$ cat config.mk
export PLATFORM = sky130hd
export DESIGN_NAME = mglre_ram
export DESIGN_NICKNAME = d
export VERILOG_FILES = /design/src/hdl/mglre_ram.sv
export SDC_FILE = /design/constraint.sdc
export NUM_CORES = 1
export LEC_CHECK = 0
export BUFFER_PORTS_ARGS = -buffer_cell sky130_fd_sc_hd__buf_4
export CELL_PAD_IN_SITES_DETAIL_PLACEMENT = 1
export CELL_PAD_IN_SITES_GLOBAL_PLACEMENT = 2
export CORE_MARGIN = 1.5
export CORE_UTILIZATION = 30
export DETAILED_ROUTE_END_ITERATION = 8
export PLACE_DENSITY = 0.59
export SYNTH_ARGS = -nofsm -noshare
export SYNTH_HDL_FRONTEND = slang
export SYNTH_SLANG_ARGS = --single-unit
$ cat constraint.sdc
create_clock -name clk -period 5.2 [get_ports clk]
set_clock_uncertainty 0.1 [all_clocks]
set_input_delay 0.26 -clock clk [delete_from_list [all_inputs] [get_ports clk]]
set_output_delay 0.26 -clock clk [all_outputs]
set_load 0.01 [all_outputs]
$ cat src/hdl/mglre_ram.sv
// Generic single-write, single-read RAM with a registered read port.
// Depends on nothing.
module mglre_ram #(
  parameter int WIDTH = 32,
  parameter int DEPTH = 8
) (
  input  logic                                  clk,
  input  logic                                  we,
  input  logic [(DEPTH > 1 ? $clog2(DEPTH) : 1)-1:0] waddr,
  input  logic [WIDTH-1:0]                      wdata,
  input  logic                                  re,
  input  logic [(DEPTH > 1 ? $clog2(DEPTH) : 1)-1:0] raddr,
  output logic [WIDTH-1:0]                      rdata
);
  logic [WIDTH-1:0] mem [DEPTH];

  always_ff @(posedge clk) begin
    if (we) begin
      mem[waddr] <= wdata;
    end
    if (re) begin
      rdata <= mem[raddr];
    end
  end
endmodule

==> results.yml, run 1 <==
outcome:
  status: "completed"
cts:
  cts_setup_buffers: 0
  cts_tree: "yes"
  cts_max_level: 1
  clockBufferDepth: 3
  clk_latency_ps: 540
  cts-root-buf: "clkbuf_16"
  clock_sinks: 288
  cts-buffers-inserted: 29
  clkTransAtPathRegs_ps: 60
die:
  dieHeight_um: 193
  design.core.area_um2: 35500
  io_pins: 73
  num_rows: 69
  die_w_um: 193
  initial_core_util_pct: 30.4
  die_area_um2: 37100
timing:
  tightest_slew_ps: 1020
  hold_violations: 0
  drv_slew: 0
  min_period_ps: 2120
  fmax_ghz: 0.473
  finalSetupTns_ps: 0
  maxSlewHeadroom_pct: 31.9
  finalCritPeriodShare_pct: 40.7
  final-setup-viol-count: 0
  rsz0062_at_grt: "false"
global_routing:
  antenna_found_initial: 0
  grt_pass1_wl_um: 33000
  grt_use_total_pct: 12.3
  first_global_vias: 5202
  grt-ovfl-total: 0
  grt_max_degree: 65
min_path:
  hold_start: "waddr[0]"
  hp-class: "input port to flop"
  hold_end: "mem[4][23]"
  min_path_cells: 2
detailed_routing:
  drc_errors: 0
  drtIter0Drc: 202
  viasPerCell: 4.58
  dr.pass1.iters: 4
  avgRoutedWirePerCell_um: 21.6
  num_vias: 4692
  antenna_left: 0
  routed_wl_um: 22200
critical_path:
  r2r-start: "mem[1][28]"
  critPathRequiredTime_ps: 5390
  critPathKind: "input port to flop"
  r2r_cells: 2
  arrival_ps: 2300
  worstReg2RegEnd: "rdata[28]"
  crit_fanout: 38
  reg2reg_setup_slack_ps: 3690
  cp-start-kind: "input port"
  crit_path_end_kind: "flop"
power_and_ir_drop:
  peakVddDrop_v: 0.000241
  p_leak_nw: 4.37
  p_per_area_nw_per_um2: 385
layout:
  layout_common_cells: "edfxtp_1, buf_4, mux4_1, mux2_2, dlygate4sd3_1"
  antennaDiodeCount: 0
  syn2layout_area_growth_pct: 22.4
  layout.cells.most_common: "edfxtp_1"
  nets: 582
  fillers: 3328
  layout-drive-gt1-share_pct: 33.7
  final_cell_area_um2: 13200
synthesis:
  ys_types: 12
  syn_inst: 415
  syn_area_per_cell_um2: 26.0
  synth_area_um2: 10800
  ys_seq_elements: 288
  synthesis.nets: 456
  yosysWarnings: 0
  ys_seq_area_share_pct: 80.2
placed_design:
  gp_congestion: 0.616
  place.port_buffers: 72
  place_area_um2: 11900
  hpwl_um: 11300
flow_run:
  maxCapViolCount: 0
## per-layer routing
metal / global-route usage, % / part of all wire, % / up-vias
li1: - / - / 2069
met1: 14.4 / 41 / 2517
met2: 23.3 / 54 / 75
met3: 2.02 / 3.4 / 31
met4: 2.95 / 1.7 / 0
met5: 0 / 0 / -
## worst max-delay path, stage by stage
cell and delay [ps]:
buf_4 530, buf_4 570, mux4_1 620, mux2_2 270
## stage by stage
step / hold WS, ps / cells / total power, mW / utilization, % / setup WS (ps)
after floorplan: 259 / 415 / 2.86 / - / 1990
after global placement: 386 / 939 / 2.98 / 33.5 / 2510
after detailed placement: 397 / 939 / 3.00 / 33.5 / 2470
after CTS: 71.3 / 1025 / 5.16 / 37.2 / 3050
after global routing: 75.8 / 1025 / 5.26 / 37.2 / 2970
final: 78.2 / 1025 / 5.09 / 37.2 / 3080
## flip-flops by register name, summed over array words and instances, names as in the netlist
name / count
mem: 256
rdata: 32
## worst max path at each step
| stage | start | endpoint | slack, ps | cells past startpoint |
|---|---|---|---|---|
| 6_report | raddr[0] | rdata[16] | 3080 | 4 |
| 4_1_cts | raddr[0] | rdata[10] | 3050 | 4 |
| 5_1_grt | raddr[0] | rdata[3] | 2970 | 4 |
| 3_3_place_gp | raddr[0] | rdata[19] | 2510 | 4 |
| 3_5_place_dp | raddr[0] | rdata[10] | 2470 | 4 |
| 2_1_floorplan | waddr[2] | mem[0][0] | 1990 | 2 |
## timing repair
item / in CTS / in global routing
endpoints found under the hold margin: 256 / 0
hold buffers: 32 / 0
resized for setup: 0 / 0
## cell usage after synthesis, drive strengths merged
master  count  area share [%]
buf        17             1.1
clkbuf      1           0.035
edfxtp    288              80
mux2       32             3.3
mux4       64              15
nand2       2           0.070
nand2b      3            0.17
nor2        6            0.21
nor3        2           0.093
## report_power, final
| group | switching (mW) | internal (mW) |
|---|---|---|
| logic | 0.138 | 0.143 |
| registers | 0.0238 | 2.65 |
| clock network | 0.855 | 1.27 |
## logic make-up after synthesis
logic type    after synthesis  synth area share (%)
buf+inv                    18                  1.18
simple gates               13                 0.545
flops                     288                  80.2
mux                        96                  18.1
## layout make-up
cell class	count	area (um2)	share of cell area (%)
Timing Repair Buffer	113	928	7.03
Tap cell	461	577	4.37
Sequential cell	288	8650	65.5
Clock inverter	21	240	1.82
Clock buffer	33	741	5.61
Multi-Input combinational cell	109	2070	15.6
(Power assumes the default switching activity.)
==> inputs of run 2 (changes only) <==
==> constraint.sdc (replaced) <==
create_clock -name clk -period 1.95 [get_ports clk]
set_clock_uncertainty 0.1 [all_clocks]
set_input_delay 0.0975 -clock clk [delete_from_list [all_inputs] [get_ports clk]]
set_output_delay 0.0975 -clock clk [all_outputs]
set_load 0.01 [all_outputs]
==> results.yml, run 2 (synthesis results as in run 1) <==
detailed_routing:
  viasPerCell: 4.58
  drtIter0Drc: 306
  avgRoutedWirePerCell_um: 22.1
  antenna_left: 0
  drc_errors: 0
  routed_wl_um: 23100
  num_vias: 4778
  dr.pass1.iters: 4
critical_path:
  crit_path_end_kind: "flop"
  r2r_cells: 2
  cp-start-kind: "flop"
  slowest_stage: "mux4_1"
  worstSetupEndpoint: "rdata[8]"
  critPathLaunch: "mem[3][8]"
  reg2reg_setup_slack_ps: 390
  path_buf_inv: 0
  r2r-start: "mem[3][8]"
  crit_family: "multiplexers"
  slowest_delay_ps: 520
  arrival_ps: 1750
  cp_cell_sequence: "mux4_1, mux2_2"
  crit_cells: 2
  worstReg2RegEnd: "rdata[8]"
  crit_fanout: 1
  critPathKind: "flop to flop"
  critPathRequiredTime_ps: 2140
layout:
  layout_common_cells: "edfxtp_1, buf_4, mux4_1, mux2_2, dlygate4sd3_1"
  fillers: 3365
  post-route-util_pct: 37.7
  final-seq-area_um2: 8650
  largest_register: "mem"
  instances_no_fill: 1044
  largest_register_ffs: 256
  syn2layout_area_growth_pct: 24.1
  nets: 598
  layout-drive-gt1-share_pct: 34.7
  layout.cells.most_common: "edfxtp_1"
  multi_input_area_um2: 2080
  top_regs: "mem x256, rdata x32"
timing:
  drv_slew: 0
  final-setup-viol-count: 0
  tightest_slew_ps: 642
  maxSlewHeadroom_pct: 57.2
  fmax_ghz: 0.640
  hold_violations: 0
  rsz0062_at_grt: "false"
  min_period_ps: 1560
  finalCritPeriodShare_pct: 80.1
  setup_slack_ps: 388
power_and_ir_drop:
  p_sw_share_pct: 21.0
  power_frac_seq_pct: 54.3
  power.total_mw: 13.1
  p_sw_mw: 2.76
  p_per_area_nw_per_um2: 982
  p_leak_nw: 4.46
  peakVddDrop_v: 0.000595
  clockPowerShare_pct: 39.5
  internal_power_mw: 10.4
  combPwrFrac_pct: 6.2
min_path:
  hp-class: "input port to flop"
cts:
  clock_sinks: 288
  clockBufferDepth: 3
  clkTransAtPathRegs_ps: 60
  cts_tree: "yes"
  cts-root-buf: "clkbuf_16"
  cts-buffers-inserted: 31
  postCtsResizedCells: 0
  cts_max_level: 1
  clk_latency_ps: 550
global_routing:
  grt_pass1_wl_um: 34400
  grt-ovfl-total: 0
  first_global_vias: 5426
  grt_max_degree: 35
  antenna_found_initial: 1
  grt_use_total_pct: 12.7
die:
  design.core.area_um2: 35500
  dieHeight_um: 193
  die_w_um: 193
  die_area_um2: 37100
  initial_core_util_pct: 30.4
  io_pins: 73
  num_rows: 69
placed_design:
  placed_cells: 953
  hpwl_um: 12700
  gp_congestion: 0.657
  place_ws_ps: 77.7
  place.port_buffers: 72
flow_run:
  maxCapViolCount: 0
outcome:
  status: "completed"
-- run 2: changes by cell type in the layout (fill, tap and decap cells not counted), sizes merged, moves of 2 or more --
| cell | before | now |
|---|---|---|
| buf | 81 | 95 |
| inv | 3 | 1 |
| bufinv | 5 | 0 |
| clkinv | 11 | 21 |
| clkbuf | 33 | 35 |
-- run 2: how the worst min path moves through the flow --
| stage | start | to | slack, ps | cells past startpoint |
|---|---|---|---|---|
| 2_1_floorplan | wdata[0] | mem[0][0] | 100 | 0 |
| 3_5_place_dp | wdata[25] | mem[1][25] | 240 | 1 |
| 5_1_grt | waddr[0] | mem[0][29] | 10 | 3 |
| 6_report | re | rdata[26] | 10 | 1 |
| 3_3_place_gp | wdata[17] | mem[6][17] | 220 | 1 |
| 4_1_cts | waddr[0] | mem[0][28] | 2 | 3 |
-- run 2: final cells by class --
cell class | instances | share of cell area, %
Clock buffer | 35 | 5.91
Sequential cell | 288 | 64.6
Timing Repair Buffer | 127 | 8.84
Antenna cell | 1 | 0.0187
Multi-Input combinational cell | 109 | 15.5
Clock inverter | 23 | 0.804
Tap cell | 461 | 4.31
-- run 2: timing repair --
action / 4_1_cts / 5_1_grt
hold buffers: 32 / 0
hold endpoints to repair: 256 / 0
setup buffers: 0 / 0
-- run 2: worst reg2reg max path, cell delays in order (launching register included) --
cell      delay [ps]
edfxtp_1         360
mux4_1           520
mux2_2           320
-- run 2: per-layer routing --
layer	track usage (%)	routed length [um]	share of wire, %
met5	0	0	0
met2	21.6	11500	50
met4	3.19	447	1.9
met3	2.00	787	3.4
met1	17.1	10300	45
-- run 2: power by group through the flow --
stage | clock network (mW) | logic (mW) | registers [mW]
4_1_cts | 5.36 | 0.840 | 7.14
6_report | 5.20 | 0.814 | 7.14
5_1_grt | 5.55 | 0.883 | 7.16
3_3_place_gp | 0 | 0.760 | 7.26
2_1_floorplan | 0 | 0.356 | 7.27
3_5_place_dp | 0 | 0.779 | 7.27
-- run 2: per-stage QoR --
| step | hold WS [ps] | TNS [ps] | instance area (um2) |
|---|---|---|---|
| 6_report | 11.3 | 0 | 13400 |
| 3_5_place_dp | 236 | 0 | 12200 |
| 3_3_place_gp | 225 | 0 | 12200 |
| 5_1_grt | 13.9 | 0 | 13400 |
| 2_1_floorplan | 96.4 | -38080 | 10800 |
| 4_1_cts | 1.73 | 0 | 13400 |
