### src/hdl/mglre_pkg.sv
// Package for the multi-group linear ramp engine.
// Holds the group entry type, the command and sequencer codes and the
// fixed-point helper functions. Depends on nothing.
package mglre_pkg;

  localparam int NCH      = 3;
  localparam int VW       = 32;
  localparam int DURW     = 31;
  localparam int TESTW    = 49;
  localparam int DIVW     = 49;
  localparam int DIV_CNTW = 6;

  localparam logic [VW-1:0] ONE_Q16  = 32'h0001_0000;
  localparam logic [VW-1:0] HALF_Q16 = 32'h0000_8000;
  localparam logic [VW-1:0] SAT_MAX  = 32'h7fff_ffff;
  localparam logic [VW-1:0] SAT_MIN  = 32'h8000_0000;

  localparam int GRP_SCALE = 2;
  localparam int GRP_COLOR = 5;
  localparam int GRP_FADE  = 6;

  typedef enum logic [1:0] {
    OP_TICK = 2'd0,
    OP_SET  = 2'd1,
    OP_ADD  = 2'd2,
    OP_RAMP = 2'd3
  } op_t;

  typedef enum logic [3:0] {
    ST_CLEAR,
    ST_IDLE,
    ST_READ,
    ST_LOAD,
    ST_MUL,
    ST_ACC,
    ST_DIV,
    ST_DIVW,
    ST_FIN,
    ST_EMIT
  } state_t;

  typedef struct packed {
    logic                   active;
    logic [NCH-1:0][VW-1:0] rate;
    logic [NCH-1:0][VW-1:0] goal;
    logic [NCH-1:0][VW-1:0] cur;
  } grp_entry_t;

  // Saturate a wide signed value to 32 bits.
  function automatic logic [VW-1:0] sat_to32(input logic signed [TESTW-1:0] v);
    logic [VW-1:0] r;
    if (v > $signed({{(TESTW-VW){1'b0}}, SAT_MAX})) begin
      r = SAT_MAX;
    end else if (v < $signed({{(TESTW-VW){1'b1}}, SAT_MIN})) begin
      r = SAT_MIN;
    end else begin
      r = v[VW-1:0];
    end
    return r;
  endfunction

  // Contents of a group right after reset.
  function automatic grp_entry_t default_entry(input int unsigned g);
    grp_entry_t e;
    e = '0;
    case (g)
      GRP_SCALE: begin
        e.cur[0] = ONE_Q16;
        e.cur[1] = ONE_Q16;
        e.cur[2] = ONE_Q16;
      end
      GRP_COLOR: begin
        e.cur[0] = HALF_Q16;
        e.cur[2] = ONE_Q16;
      end
      GRP_FADE: begin
        e.cur[0] = ONE_Q16;
      end
      default: begin
      end
    endcase
    return e;
  endfunction

endpackage

### src/hdl/mglre_div.sv
// Restoring divider, one quotient bit per cycle, for ramp rate setup.
// Depends on mglre_pkg.
module mglre_div (
  input  logic                       clk,
  input  logic                       rst_n,
  input  logic                       start,
  input  logic [mglre_pkg::DIVW-1:0] dividend,
  input  logic [mglre_pkg::DURW-1:0] divisor,
  output logic                       done,
  output logic [mglre_pkg::DIVW-1:0] quotient
);
  import mglre_pkg::*;

  logic                busy_r, busy_nxt;
  logic                done_r, done_nxt;
  logic [DIV_CNTW-1:0] cnt_r, cnt_nxt;
  logic [DIVW-1:0]     q_r, q_nxt;
  logic [DURW-1:0]     rem_r, rem_nxt;
  logic [DURW-1:0]     dvs_r, dvs_nxt;
  logic [DURW:0]       rem_sh;
  logic                ge;

  assign rem_sh = {rem_r, q_r[DIVW-1]};
  assign ge     = rem_sh >= {1'b0, dvs_r};

  always_comb begin
    busy_nxt = busy_r;
    done_nxt = 1'b0;
    cnt_nxt  = cnt_r;
    q_nxt    = q_r;
    rem_nxt  = rem_r;
    dvs_nxt  = dvs_r;
    if (start) begin
      busy_nxt = 1'b1;
      cnt_nxt  = '0;
      q_nxt    = dividend;
      rem_nxt  = '0;
      dvs_nxt  = divisor;
    end else if (busy_r) begin
      q_nxt   = {q_r[DIVW-2:0], ge};
      rem_nxt = ge ? DURW'(rem_sh - {1'b0, dvs_r}) : rem_sh[DURW-1:0];
      cnt_nxt = cnt_r + 1'b1;
      if (cnt_r == DIV_CNTW'(DIVW - 1)) begin
        busy_nxt = 1'b0;
        done_nxt = 1'b1;
      end
    end
  end

  always_ff @(posedge clk) begin
    if (!rst_n) begin
      busy_r <= 1'b0;
      done_r <= 1'b0;
    end else begin
      busy_r <= busy_nxt;
      done_r <= done_nxt;
    end
    cnt_r <= cnt_nxt;
    q_r   <= q_nxt;
    rem_r <= rem_nxt;
    dvs_r <= dvs_nxt;
  end

  assign done     = done_r;
  assign quotient = q_r;
endmodule

### config.mk
export PLATFORM = sky130hd
export DESIGN_NAME = mglre_div
export DESIGN_NICKNAME = d
export VERILOG_FILES = /design/src/hdl/mglre_pkg.sv /design/src/hdl/mglre_div.sv
export SDC_FILE = /design/constraint.sdc
export NUM_CORES = 1
export LEC_CHECK = 0
export BUFFER_PORTS_ARGS = -buffer_cell sky130_fd_sc_hd__buf_2
export CAP_MARGIN = 30
export CORE_AREA = 2 2 160 99
export DETAILED_ROUTE_END_ITERATION = 6
export DIE_AREA = 0 0 162 101
export GPL_ROUTABILITY_DRIVEN = 0
export MAX_ROUTING_LAYER = met4
export PLACE_DENSITY_LB_ADDON = 0.05
export SLEW_MARGIN = 20
export SYNTH_ARGS = -nofsm -noshare
export SYNTH_HDL_FRONTEND = slang
export SYNTH_SLANG_ARGS = --single-unit
### constraint.sdc
create_clock -name clk -period 3.73 [get_ports clk]
set_clock_uncertainty 0.2 [all_clocks]
set_input_delay 0.373 -clock clk [delete_from_list [all_inputs] [get_ports clk]]
set_output_delay 0.373 -clock clk [all_outputs]
set_load 0.005 [all_outputs]
==> summary.txt, run 1 <==
Logic synthesis
  • Syn avg cell area: around 11 sq um
  • Cell Area, Synth: about 6600 sq um
  • Synthesized instance count: roughly 630
  • Mapped Nets: approximately 740
  • Register area share after synthesis: 0.482
  • Most used DFF post-synth: edfxtp_1
  • Synth unique cells: 62
  • Post-synth EDFFs: 80
  • Number of synthesized register bits: 119
  • Post-synthesis async set-or-reset flop share: 0
  • Synth warn: 0

Detailed routing
  • WL final: 15.6 mm
  • Routed WL per cell: 15.5 microns
  • Detail-routed via count per cell: 5.32
  • DR top layer: met4
  • Remaining DRCs: 0
  • Drt first pass iters: 5
  • Wire length on met3: 717 microns
  • Routed Antenna Nets: 0
  • DRT met1 WL: 8.14 mm
  • Met2 Wirelength: roughly 6.6 mm
  • Via count: between 5000 and 6000
  • DR iter-0 viols: 340

Setup path
  • CP Capture Type: flip-flop
  • Worst setup path category: reg -> reg
  • Critical Path Sink: rem_r[7]$_SDFFE_PP0P_
  • Reg2Reg Depth: 12
  • Reg-to-Reg Start: quotient[48]$_DFFE_PP_
  • Stages on the worst setup path: 12
  • Crit path largest cell delay: 0.42 ns
  • CP delay by family, top: compound AO/OA/AOI/OAI gates
  • Crit path launch type: flip-flop
  • Crit path DAT: 3.60 ns
  • Reg2Reg Capture Point: rem_r[7]$_SDFFE_PP0P_
  • CP max-delay cell: fa_1
  • CP Buf/Inv Count: 2
  • Worst path cell trace: inv_1, ha_1, fa_1, nor2b_1, o31a_1, a21oi_1, a21o_1, a221oi_4, buf_4, nor2_4, or3_1, a311oi_1
  • Critical path fanouts, max: 27
  • Critical Path RT: approximately 3.9 ns
  • Critical Path Start: quotient[48]$_DFFE_PP_
  • Reg2reg setup slack: 0.26 ns

Place
  • # placed instances: around 940
  • Worst slack at placement: 0.281 ns
  • Detailed placement HPWL: approximately 11 mm
  • PortBufs: 132

Die
  • Initial Util: 0.441
  • Rows: 35
  • Core footprint: roughly 15000 sq um
  • Die Y: 101 microns
  • I/O pins: ~130
  • Die ar.: between 15000 and 20000 sq um
  • Die width: 162 microns

Global routing
  • Vias in the first global route: between 4000 and 5000
  • Pin count of the biggest net entering global routing: 64
  • Global route overflow: 0
  • Initial antenna violation count: 0
  • Total GRT Usage: 0.199
  • First-pass GRT wire length: 24.7 mm

Run status
  • Status: complete, no violations

Timing
  • # setup viols final: 0
  • Total negative setup slack: 0 ns
  • Worst hold slack: between 0.05 and 0.06 ns
  • Slew Limit Headroom: 0.465
  • Min cycle time layout: 3.47 ns
  • Final Hold Vio Count: 0
  • Period utilization: 0.932
  • Fmax: ~0.29 GHz
  • Final Slew Violations: 0
  • RSZ-0062 raised after global routing: no
  • Final worst setup slack: 0.255 ns
  • Slew @ Worst Pin: 0.801 ns

Layout
  • FILL cells: 1323
  • Antenna cells: 0
  • # nets final: 907
  • Share of post-route cells with drive strength above 1: 0.293
  • Final core utilization: 0.564
  • Non-Filler Instances: between 1000 and 1500
  • Most frequent cells in the layout: 131 x buf_2, 80 x edfxtp_1, 70 x nand2_1, 49 x mux2_2, 48 x nor2_1
  • Area Growth Syn to Fin: 28.0%
  • Area taken by multi-input logic gates: 3140 sq um
  • Seq. cell area: approximately 3200 sq um
  • Most common cell after layout, fill and taps aside: buf_2

CTS
  • CTS resizes: 0
  • Clock transition at path regs: around 0.060 ns
  • CTS tree: done
  • CTS Hold Bufs: 32
  • Clock Tree Root: clkbuf_16
  • Sinks on the clock net: 119
  • Clock buffers created by TritonCTS: 17
  • Clock Path Buffers: 2
  • H-tree levels: 4
  • Clk_lat worst skew: 0.41 ns
  • Post-CTS Setup Bufs: 0

Flow run
  • Total of max-cap violations: 0

Pwr
  • Pwr per Cell Area: between 400 and 500 nW/um^2
  • Leak: between 0.003 and 0.004 uW
  • IR drop worst, VDD: 0.251 mV

Min path
  • Hold Path Class: in -> reg
==> final cells by class <==
type                    count  area share
clock inverters            14      0.0264
flip-flops and latches    119       0.377
repair buffers            172       0.126
inverters                  41      0.0182
well taps                 203      0.0301
clock buffers              18      0.0508
multi-input cells         439       0.371
==> worst min-delay path by stage <==
stage / depth (start not counted) / from / end / slack, ns
after global placement: 2 / cnt_r[5]$_SDFFE_PP0P_ / cnt_r[5]$_SDFFE_PP0P_ / 0.27
after detailed placement: 2 / cnt_r[5]$_SDFFE_PP0P_ / cnt_r[5]$_SDFFE_PP0P_ / 0.29
after floorplan: 2 / rem_r[19]$_SDFFE_PP0P_ / rem_r[19]$_SDFFE_PP0P_ / 0.25
after global routing: 2 / dividend[13] / quotient[13]$_DFFE_PP_ / 0.04
final: 2 / dividend[14] / quotient[14]$_DFFE_PP_ / 0.06
after CTS: 2 / dividend[11] / quotient[11]$_DFFE_PP_ / 0.04
==> cell families (layout without fill, tap and decap cells) <==
family,Yosys count,in the layout,synth area share
and+or+nand+nor,182,182,0.130
AOI/OAI and AO/OA,148,148,0.161
buffers and inverters,68,245,0.0423
muxes,53,53,0.0897
DFF,119,119,0.482
adders and majority gates,34,34,0.0656
xor gates and xnor gates,22,22,0.0292
==> state kept, by name, summed over array words and instances, names as in the netlist <==
register,cells
quotient,49
busy_r,1
cnt_r,6
done,1
rem_r,31
dvs_r,31
==> report_power, final <==
part           leakage (uW)  switching, uW  internal [uW]
logic               0.00206            423            350
registers           0.00112           60.3           1540
clock network      0.000311            641           1190
==> metal layers <==
metal	track usage	vias up
met5	-	-
met3	0.0395	17
met2	0.273	152
met1	0.296	2536
li1	-	2642
met4	0.0511	0
==> cells in the mapped netlist, drive strengths merged, types with 9 or more instances <==
master	count	area (sq um)
nor2	49	191
xor2	9	78.8
ha	33	413
a21oi	32	160
a311oi	23	233
inv	41	154
nor2b	11	68.8
a31oi	10	62.6
o21ai	25	129
edfxtp	80	2400
o21a	13	97.6
dfxtp	39	781
nand2	70	263
mux2	49	552
xnor2	13	114
clkbuf	19	71.3
==> stage by stage <==
stage,instance area (sq um),total power [uW]
floorplan,6600,2130
global placement,7480,2360
detailed placement,7480,2370
CTS,8450,4240
global route,8450,4410
finish,8450,4210
(Power assumes the default switching activity.)
==> run 2, diff against run 1 <==
- ABC_CLOCK_PERIOD_IN_PS: not set -> 3730
- CELL_PAD_IN_SITES_DETAIL_PLACEMENT: not set -> 0
- CELL_PAD_IN_SITES_GLOBAL_PLACEMENT: not set -> 1
- CORE_AREA: 2 2 160 99 -> 2 2 163 101
- DIE_AREA: 0 0 162 101 -> 0 0 165 103
- SLEW_MARGIN: 20 -> 15
==> summary.txt, run 2 (synthesis gave the netlist of run 1 again) <==
Die
  • Die ar.: 17000 sq um (was 16400 sq um)
  • Rows: 36 (was 35)
  • Initial Util: 0.420 (was 0.441)
  • Die Y: 103 microns (was 101 microns)
  • Core footprint: 15700 sq um (was 15000 sq um)
  • Die width: 165 microns (was 162 microns)
  • I/O pins: 133 (unchanged)

Layout
  • Most common cell after layout, fill and taps aside: buf_2 (unchanged)
  • Antenna cells: 0 (unchanged)
  • Area taken by multi-input logic gates: 3140 sq um (about the same)
  • # nets final: 907 (unchanged)
  • Non-Filler Instances: 1012 (was 1006)
  • Max reg flops: 49 (unchanged)
  • Seq. cell area: 3180 sq um (unchanged)
  • Most frequent cells in the layout: 131 x buf_2, 80 x edfxtp_1, 70 x nand2_1, 49 x mux2_2, 48 x nor2_1 (unchanged)
  • Share of post-route cells with drive strength above 1: 0.295 (was 0.293)
  • Area Growth Syn to Fin: 27.3% (was 28.0%)
  • FILL cells: 1413 (was 1323)

Timing
  • Final Hold Vio Count: 0 (unchanged)
  • Min cycle time layout: 3.41 ns (was 3.47 ns)
  • RSZ-0062 raised after global routing: no (unchanged)
  • Final Slew Violations: 0 (unchanged)
  • Total negative setup slack: 0 ns (unchanged)
  • Slew Limit Headroom: 0.497 (was 0.465)
  • # setup viols final: 0 (unchanged)
  • Slew @ Worst Pin: 0.753 ns (was 0.801 ns)
  • Period utilization: 0.915 (was 0.932)
  • Fmax: 0.293 GHz (was 0.288 GHz)

Run status
  • Status: complete, no violations (unchanged)

Global routing
  • Vias in the first global route: 4941 (was 4936)
  • Pin count of the biggest net entering global routing: 51 (was 64)
  • Total GRT Usage: 0.191 (was 0.199)
  • Initial antenna violation count: 0 (unchanged)
  • Global route overflow: 0 (unchanged)
  • First-pass GRT wire length: 24.3 mm (was 24.7 mm)

Detailed routing
  • DRT met1 WL: 8.21 mm (was 8.14 mm)
  • Met2 Wirelength: 6.32 mm (was 6.59 mm)
  • Via count: 5214 (was 5347)
  • Detail-routed via count per cell: 5.15 (was 5.32)
  • Routed WL per cell: 15.3 microns (was 15.5 microns)
  • WL final: 15.5 mm (was 15.6 mm)
  • Remaining DRCs: 0 (unchanged)
  • DR iter-0 viols: 322 (was 340)
  • Drt first pass iters: 4 (was 5)
  • Wire length on met3: 834 microns (was 717 microns)
  • DR top layer: met4 (unchanged)
  • Routed Antenna Nets: 0 (unchanged)

Setup path
  • Critical Path RT: 3.85 ns (about the same)
  • Reg-to-Reg Start: quotient[48]$_DFFE_PP_ (unchanged)
  • Crit path DAT: 3.54 ns (was 3.60 ns)
  • CP Capture Type: flip-flop (unchanged)
  • Critical Path Start: quotient[48]$_DFFE_PP_ (unchanged)
  • Crit path launch type: flip-flop (unchanged)
  • Critical path fanouts, max: 27 (unchanged)
  • Worst setup path category: reg -> reg (unchanged)

Min path
  • Hold Path Class: in -> reg (unchanged)
  • Worst Hold Launch: dividend[8] (was dividend[14])

CTS
  • Clock Path Buffers: 2 (unchanged)
  • H-tree levels: 4 (unchanged)
  • Clk_lat worst skew: 0.42 ns (was 0.41 ns)
  • Clock Tree Root: clkbuf_16 (unchanged)
  • Post-CTS Setup Bufs: 0 (unchanged)
  • Clock buffers created by TritonCTS: 17 (unchanged)
  • Clock transition at path regs: 0.06 ns (about the same)
  • Sinks on the clock net: 119 (unchanged)
  • CTS tree: done (unchanged)

Pwr
  • Leak: 0.00346 uW (was 0.00349 uW)
  • Total power: 4100 uW (was 4210 uW)
  • IR drop worst, VDD: 0.271 mV (was 0.251 mV)
  • Pwr per Cell Area: 487 nW/um^2 (was 498 nW/um^2)

Place
  • Detailed placement HPWL: 11.2 mm (was 10.7 mm)
  • # placed instances: 948 (was 942)
  • PortBufs: 132 (unchanged)

Flow run
  • Total of max-cap violations: 0 (unchanged)
run 2: cell types whose count changed in the layout (fill, tap and decap cells not counted), sizes merged:
cell / previous run / this run
inv: 43 / 47
bufinv: 5 / 3
clkbuf: 18 / 17
clkinv: 5 / 4
run 2: worst max-delay path, cell delays in order (launching register included):
cell and delay, ns:
edfxtp_1 0.37, inv_1 0.05, ha_1 0.22, fa_1 0.41, nor2b_1 0.17, o31a_1 0.19
a21oi_1 0.12, a21o_2 0.28, a221oi_4 0.28, buf_4 0.20, nor2_4 0.15, or3_1 0.41
a311oi_1 0.27
run 2: final timing paths:
| kind | endpoint | cells past startpoint | slack [ns] |
|---|---|---|---|
| worst min register to register | cnt_r[5]$_SDFFE_PP0P_ | 2 | 0.29 |
| worst min-delay path | quotient[8]$_DFFE_PP_ | 2 | 0.05 |
| worst max register to register | rem_r[7]$_SDFFE_PP0P_ | 12 | 0.32 |
| worst max-delay path | rem_r[7]$_SDFFE_PP0P_ | 12 | 0.32 |
run 2: layout make-up:
type                            instances  share of cell area
Timing Repair Buffer                  172               0.124
Tap cell                              209              0.0311
Clock inverter                         15              0.0231
Sequential cell                       119               0.379
Inverter                               41              0.0183
Clock buffer                           17              0.0506
Multi-Input combinational cell        439               0.374
run 2: timing repair:
item / CTS / global route
gates resized for setup: 0 / 1
hold buffers: 32 / 0
endpoints found under the setup margin: 0 / 1
endpoints found under the hold margin: 33 / 0
run 2: through the flow:
| stage | setup slack [ns] | util | cell area [sq um] | hold slack [ns] |
|---|---|---|---|---|
| 2_1_floorplan | 0.709 | - | 6600 | 0.253 |
| 3_3_place_gp | 0.431 | 0.475 | 7460 | 0.269 |
| 3_5_place_dp | 0.281 | 0.475 | 7460 | 0.287 |
| 4_1_cts | 0.260 | 0.534 | 8400 | 0.0398 |
| 5_1_grt | 0.0848 | 0.535 | 8400 | 0.0398 |
| 6_report | 0.316 | 0.535 | 8400 | 0.0530 |
run 2: where the power goes:
group / total, uW / leakage, uW / internal [uW] / switching (uW)
clock: 1720 / 0.000299 / 1070 / 654
combinational: 766 / 0.00205 / 348 / 418
sequential: 1610 / 0.00112 / 1540 / 64.6
total: 4100 / 0.00346 / 2960 / 1140
run 2: per-layer routing:
metal / global-route usage / up-vias
met5: - / -
met2: 0.266 / 108
met3: 0.0507 / 12
met1: 0.274 / 2444
met4: 0.0448 / 0
li1: - / 2650
